### src/rtl/core/mm_pkg.sv
// mm_pkg: shared types and constants for the matrix multiply block
// element format, configuration register map, controller states and the
// command/status bundles between controller and datapath; no dependencies
`default_nettype none

package mm_pkg;

    // element format: signed Q16.16
    localparam int ELEM_W = 32;
    localparam int FRAC_W = 16;

    // configuration port
    localparam int CFG_W   = 3;
    localparam int PADDR_W = 4;
    localparam int PDATA_W = 32;
    localparam logic [CFG_W-1:0] CFG_RESET = 3'd4;

    // register map, one word each
    typedef enum logic [1:0] {
        CFG_LEFT_ROWS  = 2'd0,
        CFG_LEFT_COLS  = 2'd1,
        CFG_RIGHT_ROWS = 2'd2,
        CFG_RIGHT_COLS = 2'd3
    } t_cfg_idx;

    // element kind on the input
    localparam logic KIND_LEFT  = 1'b0;
    localparam logic KIND_RIGHT = 1'b1;

    // raw size registers as written
    typedef struct packed {
        logic [CFG_W-1:0] left_rows;
        logic [CFG_W-1:0] left_cols;
        logic [CFG_W-1:0] right_rows;
        logic [CFG_W-1:0] right_cols;
    } t_cfg;

    // controller states
    typedef enum logic {
        ST_IDLE = 1'b0,
        ST_RUN  = 1'b1
    } t_state;

    // controller to datapath
    typedef struct packed {
        logic load_left;
        logic load_right;
        logic start_run;
        logic step;
    } t_dp_cmd;

    // datapath to controller
    typedef struct packed {
        logic right_done;
        logic run_end;
    } t_dp_stat;

endpackage : mm_pkg

`default_nettype wire

### src/rtl/core/mm_regs.sv
// mm_regs: APB-style register file holding the four matrix size registers
// depends on mm_pkg
`default_nettype none

module mm_regs (
    input  logic                           i_clk,
    input  logic                           i_rst_n,
    input  logic                           psel,
    input  logic                           penable,
    input  logic                           pwrite,
    input  logic [mm_pkg::PADDR_W-1:0]     paddr,
    input  logic [mm_pkg::PDATA_W-1:0]     pwdata,
    output logic [mm_pkg::PDATA_W-1:0]     prdata,
    output logic                           pready,
    output mm_pkg::t_cfg                   o_cfg
);
    import mm_pkg::*;

    t_cfg     r_cfg;
    t_cfg_idx w_idx;
    logic     w_wr;

    assign w_idx  = t_cfg_idx'(paddr[3:2]);
    assign w_wr   = psel && penable && pwrite;
    assign pready = 1'b1;
    assign o_cfg  = r_cfg;

    // register writes on the access phase
    always_ff @(posedge i_clk) begin
        if (!i_rst_n) begin
            r_cfg.left_rows  <= CFG_RESET;
            r_cfg.left_cols  <= CFG_RESET;
            r_cfg.right_rows <= CFG_RESET;
            r_cfg.right_cols <= CFG_RESET;
        end else if (w_wr) begin
            case (w_idx)
                CFG_LEFT_ROWS:  r_cfg.left_rows  <= pwdata[CFG_W-1:0];
                CFG_LEFT_COLS:  r_cfg.left_cols  <= pwdata[CFG_W-1:0];
                CFG_RIGHT_ROWS: r_cfg.right_rows <= pwdata[CFG_W-1:0];
                CFG_RIGHT_COLS: r_cfg.right_cols <= pwdata[CFG_W-1:0];
                default: ;
            endcase
        end
    end

    // read mux
    always_comb begin
        prdata = '0;
        case (w_idx)
            CFG_LEFT_ROWS:  prdata = PDATA_W'(r_cfg.left_rows);
            CFG_LEFT_COLS:  prdata = PDATA_W'(r_cfg.left_cols);
            CFG_RIGHT_ROWS: prdata = PDATA_W'(r_cfg.right_rows);
            CFG_RIGHT_COLS: prdata = PDATA_W'(r_cfg.right_cols);
            default:        prdata = '0;
        endcase
    end

endmodule : mm_regs

`default_nettype wire

### src/rtl/core/mm_ctrl.sv
// mm_ctrl: controller state machine, loading versus product run
// depends on mm_pkg; drives the datapath through t_dp_cmd
`default_nettype none

module mm_ctrl (
    input  logic               i_clk,
    input  logic               i_rst_n,
    input  logic               i_start,
    input  logic               i_kind,
    input  mm_pkg::t_dp_stat   i_stat,
    output mm_pkg::t_dp_cmd    o_cmd,
    output logic               o_busy
);
    import mm_pkg::*;

    t_state r_state;
    t_state n_state;
    logic   w_accept;

    assign w_accept = i_start && (r_state == ST_IDLE);

    // state register
    always_ff @(posedge i_clk) begin
        if (!i_rst_n) begin
            r_state <= ST_IDLE;
        end else begin
            r_state <= n_state;
        end
    end

    // next state
    always_comb begin
        n_state = r_state;
        case (r_state)
            ST_IDLE: begin
                if (w_accept && (i_kind == KIND_RIGHT) && i_stat.right_done) begin
                    n_state = ST_RUN;
                end
            end
            ST_RUN: begin
                if (i_stat.run_end) begin
                    n_state = ST_IDLE;
                end
            end
            default: n_state = ST_IDLE;
        endcase
    end

    // outputs
    always_comb begin
        o_cmd  = '0;
        o_busy = 1'b0;
        case (r_state)
            ST_IDLE: begin
                o_cmd.load_left  = w_accept && (i_kind == KIND_LEFT);
                o_cmd.load_right = w_accept && (i_kind == KIND_RIGHT);
                o_cmd.start_run  = w_accept && (i_kind == KIND_RIGHT) && i_stat.right_done;
            end
            ST_RUN: begin
                o_busy     = 1'b1;
                o_cmd.step = 1'b1;
            end
            default: ;
        endcase
    end

endmodule : mm_ctrl

`default_nettype wire

### src/rtl/core/mm_dp.sv
// mm_dp: element stores, load counters, term sequencer and the shared
// multiply-accumulate pipeline with saturation; depends on mm_pkg
`default_nettype none

module mm_dp #(
    parameter  int MAX_DIM = 4,
    localparam int IDX_W   = (MAX_DIM > 1) ? $clog2(MAX_DIM) : 1
) (
    input  logic                              i_clk,
    input  logic                              i_rst_n,
    input  logic signed [mm_pkg::ELEM_W-1:0]  i_value,
    input  mm_pkg::t_cfg                      i_cfg,
    input  mm_pkg::t_dp_cmd                   i_cmd,
    output mm_pkg::t_dp_stat                  o_stat,
    output logic                              o_res_valid,
    output logic signed [mm_pkg::ELEM_W-1:0]  o_value_res,
    output logic [IDX_W-1:0]                  o_row_index,
    output logic [IDX_W-1:0]                  o_col_index,
    output logic                              o_size_error,
    output logic                              o_last
);
    import mm_pkg::*;

    localparam int DEPTH  = MAX_DIM * MAX_DIM;
    localparam int DIM_W  = $clog2(MAX_DIM + 1);
    localparam int ADDR_W = (DEPTH > 1) ? $clog2(DEPTH) : 1;
    localparam int CNT_W  = $clog2(DEPTH + 1);
    localparam int PROD_W = 2 * ELEM_W;
    localparam int ACC_W  = PROD_W - FRAC_W + $clog2(MAX_DIM) + 1;
    localparam logic signed [ACC_W-1:0] SAT_HI =
        {{(ACC_W - ELEM_W + 1){1'b0}}, {(ELEM_W - 1){1'b1}}};
    localparam logic signed [ACC_W-1:0] SAT_LO = ~SAT_HI;

    // a size of zero counts as one, anything above the maximum as the maximum
    function automatic logic [DIM_W-1:0] clamp_dim(input logic [CFG_W-1:0] v);
        logic [DIM_W-1:0] d;
        if (v == '0) begin
            d = DIM_W'(1);
        end else if (int'(v) > MAX_DIM) begin
            d = DIM_W'(MAX_DIM);
        end else begin
            d = DIM_W'(v);
        end
        return d;
    endfunction

    logic [DIM_W-1:0] w_lr, w_lc, w_rr, w_rc;
    logic [CNT_W-1:0] w_ltot, w_rtot;
    logic             w_left_wr, w_right_wr;

    logic [CNT_W-1:0] r_lcount, r_rcount;

    logic signed [ELEM_W-1:0] r_left_mem  [DEPTH];
    logic signed [ELEM_W-1:0] r_right_mem [DEPTH];

    logic             r_echo;
    logic [IDX_W-1:0] r_i, r_j, r_k;
    logic [IDX_W-1:0] w_lsel;
    logic [CNT_W-1:0] w_laddr_full, w_raddr_full;
    logic [DIM_W-1:0] w_jlim;
    logic             w_klast, w_jlast, w_ilast, w_end;

    // stage 1: store read data
    logic signed [ELEM_W-1:0] r_a, r_b;
    logic             r_s1_vld, r_s1_first, r_s1_lastk, r_s1_end, r_s1_err;
    logic [IDX_W-1:0] r_s1_row, r_s1_col;
    // stage 2: product
    logic signed [PROD_W-1:0] r_prod;
    logic             r_s2_vld, r_s2_first, r_s2_lastk, r_s2_end, r_s2_err;
    logic [IDX_W-1:0] r_s2_row, r_s2_col;
    // stage 3: accumulator
    logic signed [PROD_W-1:0] w_shift;
    logic signed [ACC_W-1:0]  w_term;
    logic signed [ACC_W-1:0]  r_acc;
    logic             r_s3_vld, r_s3_end, r_s3_err;
    logic [IDX_W-1:0] r_s3_row, r_s3_col;

    // sizes in force
    assign w_lr   = clamp_dim(i_cfg.left_rows);
    assign w_lc   = clamp_dim(i_cfg.left_cols);
    assign w_rr   = clamp_dim(i_cfg.right_rows);
    assign w_rc   = clamp_dim(i_cfg.right_cols);
    assign w_ltot = CNT_W'(w_lr) * CNT_W'(w_lc);
    assign w_rtot = CNT_W'(w_rr) * CNT_W'(w_rc);

    // loading: surplus left elements dropped, right store stops when full
    assign w_left_wr  = i_cmd.load_left  && (r_lcount < w_ltot);
    assign w_right_wr = i_cmd.load_right && (r_rcount < w_rtot);

    assign o_stat.right_done = (r_rcount >= (w_rtot - CNT_W'(1)));
    assign o_stat.run_end    = w_end;

    // load counters, cleared when a run fires
    always_ff @(posedge i_clk) begin
        if (!i_rst_n) begin
            r_lcount <= '0;
            r_rcount <= '0;
        end else if (i_cmd.start_run) begin
            r_lcount <= '0;
            r_rcount <= '0;
        end else begin
            if (w_left_wr) begin
                r_lcount <= r_lcount + CNT_W'(1);
            end
            if (w_right_wr) begin
                r_rcount <= r_rcount + CNT_W'(1);
            end
        end
    end

    // element stores
    always_ff @(posedge i_clk) begin
        if (w_left_wr) begin
            r_left_mem[r_lcount[ADDR_W-1:0]] <= i_value;
        end
    end

    always_ff @(posedge i_clk) begin
        if (w_right_wr) begin
            r_right_mem[r_rcount[ADDR_W-1:0]] <= i_value;
        end
    end

    // term sequencer: row i, column j, inner index k (k unused when echoing)
    assign w_lsel       = r_echo ? r_j : r_k;
    assign w_laddr_full = CNT_W'(r_i) * CNT_W'(w_lc) + CNT_W'(w_lsel);
    assign w_raddr_full = CNT_W'(r_k) * CNT_W'(w_rc) + CNT_W'(r_j);
    assign w_jlim       = r_echo ? w_lc : w_rc;
    assign w_klast      = r_echo || (DIM_W'(r_k) == (w_rr - DIM_W'(1)));
    assign w_jlast      = (DIM_W'(r_j) == (w_jlim - DIM_W'(1)));
    assign w_ilast      = (DIM_W'(r_i) == (w_lr - DIM_W'(1)));
    assign w_end        = w_klast && w_jlast && w_ilast;

    always_ff @(posedge i_clk) begin
        if (!i_rst_n) begin
            r_i    <= '0;
            r_j    <= '0;
            r_k    <= '0;
            r_echo <= 1'b0;
        end else if (i_cmd.start_run) begin
            r_i    <= '0;
            r_j    <= '0;
            r_k    <= '0;
            r_echo <= (w_lc != w_rr);
        end else if (i_cmd.step) begin
            if (!w_klast) begin
                r_k <= r_k + IDX_W'(1);
            end else begin
                r_k <= '0;
                if (!w_jlast) begin
                    r_j <= r_j + IDX_W'(1);
                end else begin
                    r_j <= '0;
                    r_i <= w_ilast ? '0 : r_i + IDX_W'(1);
                end
            end
        end
    end

    // stage 1: registered store reads
    always_ff @(posedge i_clk) begin
        r_a <= r_left_mem[w_laddr_full[ADDR_W-1:0]];
        r_b <= r_right_mem[w_raddr_full[ADDR_W-1:0]];
    end

    always_ff @(posedge i_clk) begin
        r_s1_first <= (r_k == '0);
        r_s1_lastk <= w_klast;
        r_s1_end   <= w_end;
        r_s1_err   <= r_echo;
        r_s1_row   <= r_i;
        r_s1_col   <= r_j;
    end

    // stage 2: product, or the left element lifted to product scale on echo
    always_ff @(posedge i_clk) begin
        if (r_s1_err) begin
            r_prod <= PROD_W'(r_a) <<< FRAC_W;
        end else begin
            r_prod <= PROD_W'(r_a) * PROD_W'(r_b);
        end
        r_s2_first <= r_s1_first;
        r_s2_lastk <= r_s1_lastk;
        r_s2_end   <= r_s1_end;
        r_s2_err   <= r_s1_err;
        r_s2_row   <= r_s1_row;
        r_s2_col   <= r_s1_col;
    end

    // stage 3: back to Q16.16 by flooring shift, then accumulate
    assign w_shift = r_prod >>> FRAC_W;
    assign w_term  = $signed(w_shift[ACC_W-1:0]);

    always_ff @(posedge i_clk) begin
        if (r_s2_vld) begin
            r_acc <= r_s2_first ? w_term : r_acc + w_term;
        end
        r_s3_end <= r_s2_end;
        r_s3_err <= r_s2_err;
        r_s3_row <= r_s2_row;
        r_s3_col <= r_s2_col;
    end

    // output register with saturation
    always_ff @(posedge i_clk) begin
        if (r_acc > SAT_HI) begin
            o_value_res <= SAT_HI[ELEM_W-1:0];
        end else if (r_acc < SAT_LO) begin
            o_value_res <= SAT_LO[ELEM_W-1:0];
        end else begin
            o_value_res <= r_acc[ELEM_W-1:0];
        end
        o_row_index  <= r_s3_row;
        o_col_index  <= r_s3_col;
        o_size_error <= r_s3_err;
        o_last       <= r_s3_end;
    end

    // pipeline valid flags
    always_ff @(posedge i_clk) begin
        if (!i_rst_n) begin
            r_s1_vld    <= 1'b0;
            r_s2_vld    <= 1'b0;
            r_s3_vld    <= 1'b0;
            o_res_valid <= 1'b0;
        end else begin
            r_s1_vld    <= i_cmd.step;
            r_s2_vld    <= r_s1_vld;
            r_s3_vld    <= r_s2_vld && r_s2_lastk;
            o_res_valid <= r_s3_vld;
        end
    end

endmodule : mm_dp

`default_nettype wire

### src/rtl/core/matrix_multiply.sv
// matrix_multiply: top level of the small Q16.16 matrix multiplier
// depends on mm_pkg, mm_regs, mm_ctrl and mm_dp
`default_nettype none

// Elements are loaded one per cycle while busy is low: kind 0 fills the
// left matrix and kind 1 the right matrix, each in row-major order, with
// the sizes held in the four size registers. The right element that
// completes the right matrix starts a run and busy is high for the run.
// One shared multiply-accumulate unit takes one product term per cycle, and
// a run steps through left_rows*right_cols*right_rows terms, or through
// left_rows*left_cols elements when left_cols and right_rows differ and the
// left matrix is echoed with size_error set. Results leave row-major, one
// per strobe on o_res_valid, the last one strobed after busy falls.
// The receiver cannot stall: every result must be taken in the cycle it
// is strobed. Loading for the next run may begin as soon as busy falls.
module matrix_multiply #(
    parameter  int MAX_DIM = 4,
    localparam int IDX_W   = (MAX_DIM > 1) ? $clog2(MAX_DIM) : 1
) (
    input  logic                              i_clk,
    input  logic                              i_rst_n,
    // command channel
    input  logic                              start,
    output logic                              busy,
    input  logic                              i_kind,
    input  logic signed [mm_pkg::ELEM_W-1:0]  i_value,
    // results
    output logic                              o_res_valid,
    output logic signed [mm_pkg::ELEM_W-1:0]  o_value_res,
    output logic [IDX_W-1:0]                  o_row_index,
    output logic [IDX_W-1:0]                  o_col_index,
    output logic                              o_size_error,
    output logic                              o_last,
    // configuration port
    input  logic                              psel,
    input  logic                              penable,
    input  logic                              pwrite,
    input  logic [mm_pkg::PADDR_W-1:0]        paddr,
    input  logic [mm_pkg::PDATA_W-1:0]        pwdata,
    output logic [mm_pkg::PDATA_W-1:0]        prdata,
    output logic                              pready
);
    import mm_pkg::*;

    t_cfg     w_cfg;
    t_dp_cmd  w_cmd;
    t_dp_stat w_stat;

    // size registers
    mm_regs u_regs (
        .i_clk   (i_clk),
        .i_rst_n (i_rst_n),
        .psel    (psel),
        .penable (penable),
        .pwrite  (pwrite),
        .paddr   (paddr),
        .pwdata  (pwdata),
        .prdata  (prdata),
        .pready  (pready),
        .o_cfg   (w_cfg)
    );

    // controller
    mm_ctrl u_ctrl (
        .i_clk   (i_clk),
        .i_rst_n (i_rst_n),
        .i_start (start),
        .i_kind  (i_kind),
        .i_stat  (w_stat),
        .o_cmd   (w_cmd),
        .o_busy  (busy)
    );

    // datapath
    mm_dp #(
        .MAX_DIM (MAX_DIM)
    ) u_dp (
        .i_clk        (i_clk),
        .i_rst_n      (i_rst_n),
        .i_value      (i_value),
        .i_cfg        (w_cfg),
        .i_cmd        (w_cmd),
        .o_stat       (w_stat),
        .o_res_valid  (o_res_valid),
        .o_value_res  (o_value_res),
        .o_row_index  (o_row_index),
        .o_col_index  (o_col_index),
        .o_size_error (o_size_error),
        .o_last       (o_last)
    );

endmodule : matrix_multiply

`default_nettype wire

### config.mk
export PLATFORM = sky130hd
export DESIGN_NAME = matrix_multiply
export DESIGN_NICKNAME = d
export VERILOG_FILES = /design/src/rtl/core/mm_pkg.sv /design/src/rtl/core/mm_regs.sv /design/src/rtl/core/mm_ctrl.sv /design/src/rtl/core/mm_dp.sv /design/src/rtl/core/matrix_multiply.sv
export SDC_FILE = /design/constraint.sdc
export NUM_CORES = 2
export LEC_CHECK = 0
export BUFFER_PORTS_ARGS = -buffer_cell sky130_fd_sc_hd__buf_2
export CAP_MARGIN = 15
export CORE_UTILIZATION = 35
export CTS_CLUSTER_DIAMETER = 120
export CTS_CLUSTER_SIZE = 8
export DETAILED_ROUTE_END_ITERATION = 8
export MAX_ROUTING_LAYER = met4
export PLACE_DENSITY = 0.49
export SLEW_MARGIN = 10
export SYNTH_ARGS = -nofsm -noshare
export SYNTH_HDL_FRONTEND = slang
export SYNTH_SLANG_ARGS = --single-unit
### constraint.sdc
create_clock -name i_clk -period 13.4 [get_ports i_clk]
set_input_delay 0.67 -clock i_clk [delete_from_list [all_inputs] [get_ports i_clk]]
set_output_delay 0.67 -clock i_clk [all_outputs]
set_load 0.01 [all_outputs]
After elaboration in Yosys (flattened, before gate mapping)
Memories as Yosys holds them, arrays and structs flattened. A register that Yosys moved wholly into a read port is not among the register bits.
Cells that the tools add are included.
{"block": "op_classes", "n_bitwise": 3, "n_eq_ne": 7, "order_cmp": 9, "mul": 5, "n_mux": 26, "reduce_logical": 25, "add_sub_neg": 12}
{"cell": "$pmux 32 s4", "n": 1}
{"cell": "$mul 32x32->64", "n": 1}
{"cell": "$mux 64", "n": 1}
{"cell": "$add 51x48->51", "n": 1}
{"cell": "$gt 51x32->1 const B", "n": 1}
{"cell": "$lt 51x32->1 const B", "n": 1}
{"cell": "$mux 51", "n": 1}
{"cell": "$mux 32", "n": 1}
{"cell": "$mux 3", "n": 10}
{"cell": "$gt 3x3->1 const B", "n": 4}
{"cell": "$logic_not 3->1", "n": 4}
{"cell": "$logic_and 1x1->1", "n": 11}
{"cell": "$add 5x1->5 const B", "n": 2}
{"cell": "$lt 5x5->1", "n": 2}
{"cell": "$mul 3x3->5", "n": 2}
{"cell": "$reduce_and 2->1", "n": 5}
{"cell": "$eq 2x3->1", "n": 3}
{"cell": "$sub 3x1->3 const B", "n": 3}
{"cell": "$add 4x2->4", "n": 2}
{"cell": "$mul 2x3->4", "n": 2}
{"cell": "$mux 2", "n": 4}
{"cell": "$mux 1", "n": 7}
{"cell": "$add 2x1->2 const B", "n": 3}
{"cell": "$ge 5x5->1", "n": 1}
{"cell": "other kinds (10)", "n": 14}
{"block": "totals", "n_memories": 2, "ramBits": 1024, "input_bits": 75, "ff_bits": 193, "out_inout_bits": 73}
{"name": "u_dp.r_left_mem", "words": 16, "width": 32, "rd": 1, "rd_clocked_by_memory_dff": 1, "wr": 1, "line_no": "mm_dp.sv:53", "text": "logic signed [ELEM_W-1:0] r_left_mem [DEPTH];"}
{"name": "u_dp.r_right_mem", "words": 16, "width": 32, "rd": 1, "rd_clocked_by_memory_dff": 1, "wr": 1, "line_no": "mm_dp.sv:54", "text": "logic signed [ELEM_W-1:0] r_right_mem [DEPTH];"}

Logic depth before layout (Yosys ltp)
{"block": "logic_depth", "word_depth": 11, "ltp_mapped": 30, "mapped_depth_nobuf": 27}

Cells and area by module
A second synthesis with hierarchy kept.
{"block": "unflattened", "hier_cells": 6448, "hier_area_um2": 85836.1}
{"mod": "mm_dp", "cells_per_inst": 6356, "instances": 1, "area_each_um2": 84959.0}
{"mod": "mm_regs", "cells_per_inst": 84, "instances": 1, "area_each_um2": 790.8}
{"mod": "mm_ctrl", "cells_per_inst": 8, "instances": 1, "area_each_um2": 86.3}

Least setup slack after synthesis
OpenSTA, ideal clock, no wires.
{"block": "synth_path", "path_kind": "reg2reg", "start": "register u_dp.r_a[31], read port of u_dp.r_left_mem", "end": "register u_dp.r_prod[57]", "path_buffers": 2, "path_slack_ns": 5.298, "setup_time_ns": 0.133, "arrival_ns": 7.968, "required_ns": 13.267, "stages_incl_launch_ff": 28, "cell_sequence": "dfxtp_1 > clkbuf_1 > clkbuf_1 > nand2_1 > inv_1 > fa_1 > inv_1 > fa_1 > inv_1 > fa_1 > fa_1 > inv_1 > fa_1 > inv_1 > fa_1 > fa_1 > fa_1 > ha_1 > a211o_1 > a2111oi_0 > o21ai_0 > a311oi_1 > inv_1 > a21oi_1 > o21ai_0 > a311oi_1 > xor2_1 > o21ai_0"}
{"block": "synth_between", "elab_chain_cells": 2}
{"element": "start, declared", "line_no": "mm_dp.sv:64", "text": "logic signed [ELEM_W-1:0] r_a, r_b;"}
{"element": "$mul 32x32->64", "line_no": "mm_dp.sv:180", "text": "r_prod <= PROD_W'(r_a) * PROD_W'(r_b);"}
{"element": "$mux 64 *", "line_no": "mm_dp.sv:177", "text": "if (r_s1_err) begin"}
{"element": "end signal, assigned", "line_no": "mm_dp.sv:178", "text": "r_prod <= PROD_W'(r_a) <<< FRAC_W;"}
{"element": "end signal, assigned", "line_no": "mm_dp.sv:180"}
{"element": "end, declared", "line_no": "mm_dp.sv:68", "text": "logic signed [PROD_W-1:0] r_prod;"}
Mark *: on every way between the ends. The rest lies on a longest branch, timed or not.
A chain may end at the register's enable or synchronous reset.

Final worst setup path
{"block": "layout_path", "start": "register u_dp.r_b[2], read port of u_dp.r_right_mem", "end": "register u_dp.r_prod[57]"}
{"block": "layout_between", "elab_chain_cells": 2}
{"element": "start, declared", "line_no": "mm_dp.sv:64"}
{"element": "$mul 32x32->64", "line_no": "mm_dp.sv:180"}
{"element": "$mux 64", "line_no": "mm_dp.sv:177"}
No other way between the ends.

==> flow_summary.json <==
{
  "synthToLayoutAreaGrowth_pct": 11.3,
  "ys_warn_count": 0,
  "synth_area_per_cell_sq_um": 13.3,
  "drt_pass1_iterations": 6,
  "clk_latency_ns": 0.84,
  "finalCritPeriodShare_pct": 69.5,
  "crit_type": "reg -> reg",
  "status": "finished clean",
  "core_area_sq_um": 244000,
  "rows": 181,
  "setup-tns-final_ns": 0,
  "synth_xor_area_share_pct": 1.27,
  "syn_area_sq_um": 86000,
  "ys_seq_area_share_pct": 42.3,
  "synth_edf_count": 1075,
  "synth_mux_area_share_pct": 8.78,
  "ys_types": 84,
  "fin_crit_ns": 9.32,
  "grt_overflow": 0,
  "cts-resized-gates": 0,
  "ys_seq_elements": 1281,
  "dieArea_sq_um": 248000,
  "r2r_slack_ns": 4.08,
  "antenna_found_initial": 16,
  "end_kind": "register",
  "rsz0062_at_grt": "no",
  "crit_fanout": 32,
  "hold_buffers": 0,
  "synth-simple-area-share_pct": 8.97,
  "ys_async_sr_fraction_pct": 0,
  "worstMarginPinSlew_ns": 1.20,
  "place_area_sq_um": 90300,
  "grt_max_degree": 103,
  "max_slew_margin_pct": 19.9,
  "clkSlewWorstSetupHoldPaths_ns": 0.06,
  "vias": 49700,
  "wire_per_inst_um": 23.4,
  "cts_root_buf": "clkbuf_16",
  "finalHoldViolCount": 0,
  "fin_nets": 7967,
  "ys.flop_type": "edfxtp_1",
  "cp.required_ns": 14.06,
  "via_per_inst": 5.03,
  "fin_cells": 9880,
  "synth_top_family_by_area": "adder cells",
  "critical_path.startpoint_type": "register",
  "cts_buffers": 181,
  "post_cts_buffers": 0,
  "drtIter0Drc": 3398,
  "critical_path_arrival_ns": 9.98,
  "port_buffers": 86,
  "synth_cells": 6475,
  "drive_gt1_share_pct": 12.1,
  "h-tree-depth": 4,
  "cap_viol_max_count": 0,
  "clk_path_buf_depth": 3,
  "max_clock_freq_ghz": 0.107,
  "final_util_pct": 39.3,
  "drcViolationCount": 0,
  "fin_area_sq_um": 95800,
  "yosys.area_share.adder_pct": 29.3,
  "dp_cells": 9552,
  "finalSetupViolations": 0,
  "skew_ns": 0.0941,
  "globalplace.congestion": 0.819,
  "routed_wl_um": 231000,
  "synth_compound_area_share_pct": 3.45,
  "start_util_pct": 35.3,
  "die_h_um": 498,
  "ant_nets": 0,
  "hp-class": "in -> reg",
  "grt_pass1_wl_um": 353000,
  "io_pins": 148,
  "grt_pass1_vias": 54600,
  "fill_cells": 23000,
  "cts.sinks": 1281,
  "cts_tree": "done",
  "slew_violations": 0,
  "die_w_um": 498,
  "track_usage_pct": 19.6,
  "hpwl_um": 145000
}
[layout by cell type, fill, tap and decap left out, types with 9 or more instances in the layout]
cell,synthesis,routed
nor3_1,27,19
o31ai_1,10,10
xnor2_1,75,73
nor3b_1,9,9
nor2_1,126,102
conb_1,2,30
and2_1,524,524
mux4_2,323,323
a31oi_1,17,17
clkbuf_16,0,181
nand3_1,34,34
edfxtp_1,1075,1075
ha_1,269,265
and3_1,16,16
a21o_1,70,70
nand2_1,723,723
clkbuf_1,289,116
nand2b_1,29,29
o21a_1,20,20
nor2b_1,26,26
o21ai_0,126,126
clkinv_16,0,13
xor2_1,50,50
inv_1,981,981
a21oi_1,101,101
diode_2,0,9
mux2i_1,22,22
buf_4,30,106
dfxtp_1,206,193
nand4_1,29,29
dfxtp_2,0,12
buf_2,2,86
nor2_4,0,24
fa_1,1090,1088
a211oi_1,9,9
o21bai_1,14,14
[synth_stat cells (all sizes together) (13+ instances only)]
cell type	n	area (sq um)
nand4	29	181
ha	269	3370
a31oi	19	140
nor2	126	473
clkbuf	290	1090
o21bai	14	105
a211oi	13	118
mux4	323	7270
inv	981	3680
fa	1090	21800
xor2	50	438
and3	16	100
edfxtp	1075	32300
nand3	34	170
nand2	723	2710
and2	526	3290
a21oi	102	514
dfxtp	206	4120
mux2i	22	220
buf	56	325
o21ai	134	686
nor2b	26	163
nand2b	29	181
a21o	73	552
xnor2	75	657
o21a	20	150
nor3	27	135
[layer usage]
layer / track usage (%) / vias to the layer above / share of wire (%)
met2: 31.5 / 1390 / 48
li1: - / 21600 / -
met5: - / - / 0
met1: 26.5 / 26500 / 45
met3: 2.82 / 295 / 5.8
met4: 4.24 / 0 / 1.9
[cells by family (layout without fill, tap and decap cells)]
logic type | Yosys count | count (layout)
fa+ha+maj | 1359 | 1359
other cells | 2 | 39
mux | 350 | 350
compound gates | 453 | 453
xor+xnor | 125 | 125
buf+inv | 1328 | 1494
flops | 1281 | 1281
simple gates | 1577 | 1577
[worst max-delay path: stages, from the launching register on]
cell	delay, ns
dfxtp_2	0.94
nand2_1	0.22
inv_1	0.19
fa_1	0.46
fa_1	0.49
fa_1	0.54
buf_4	0.25
fa_1	0.68
inv_1	0.55
fa_1	0.66
inv_1	0.06
fa_1	0.56
fa_1	0.46
fa_1	0.47
ha_1	0.37
a211o_1	0.32
a2111oi_0	0.33
o21ai_0	0.23
a311oi_1	0.37
inv_1	0.08
a21oi_1	0.15
o21ai_0	0.21
a311oi_1	0.37
xor2_1	0.17
o21ai_0	0.08
[stage by stage]
step                      hold WS (ns)  setup WS [ns]
after global routing             0.160           3.36
after CTS                        0.120           4.02
after global placement           0.315           4.07
after floorplan                  0.310           5.30
after detailed placement         0.312           4.02
final                            0.202           4.08
[final timing paths]
kind	start	to	cells after the start
max	u_dp.r_b[2]$_DFF_P_	u_dp.r_prod[57]$_DFF_P_	24
min reg2reg	u_dp.r_s2_row[0]$_DFF_P_	u_dp.r_s3_row[0]$_DFF_P_	0
min	pwdata[2]	u_regs.o_cfg[5]$_SDFFE_PN1P_	3
max reg2reg	u_dp.r_b[2]$_DFF_P_	u_dp.r_prod[57]$_DFF_P_	24
[flip-flops by register name, summed over array words and instances, names as in the netlist, 5 cells and up]
name              count
u_dp.r_acc           51
u_dp.r_b             32
u_dp.r_left_mem     512
u_dp.r_a             32
u_dp.r_lcount         5
u_regs.o_cfg         12
u_dp.r_prod          48
u_dp.r_rcount         5
u_dp.o_value_res     32
u_dp.r_right_mem    512
[cell type report]
| type | instances | area, sq um | share of cell area, % |
|---|---|---|---|
| clock buffer | 297 | 4960 | 5.18 |
| timing repair buffer | 193 | 1250 | 1.30 |
| multi-input combinational | 3894 | 44900 | 46.9 |
| clock inverter | 22 | 498 | 0.520 |
| antenna | 9 | 22.5 | 0.0235 |
| inverter | 982 | 3690 | 3.85 |
| tap | 3202 | 4010 | 4.18 |
| sequential | 1281 | 36400 | 38.0 |
Power is left out: the tool's default activity adds up to more than one toggle a clock period on the data nets, which glitch-free logic cannot reach.
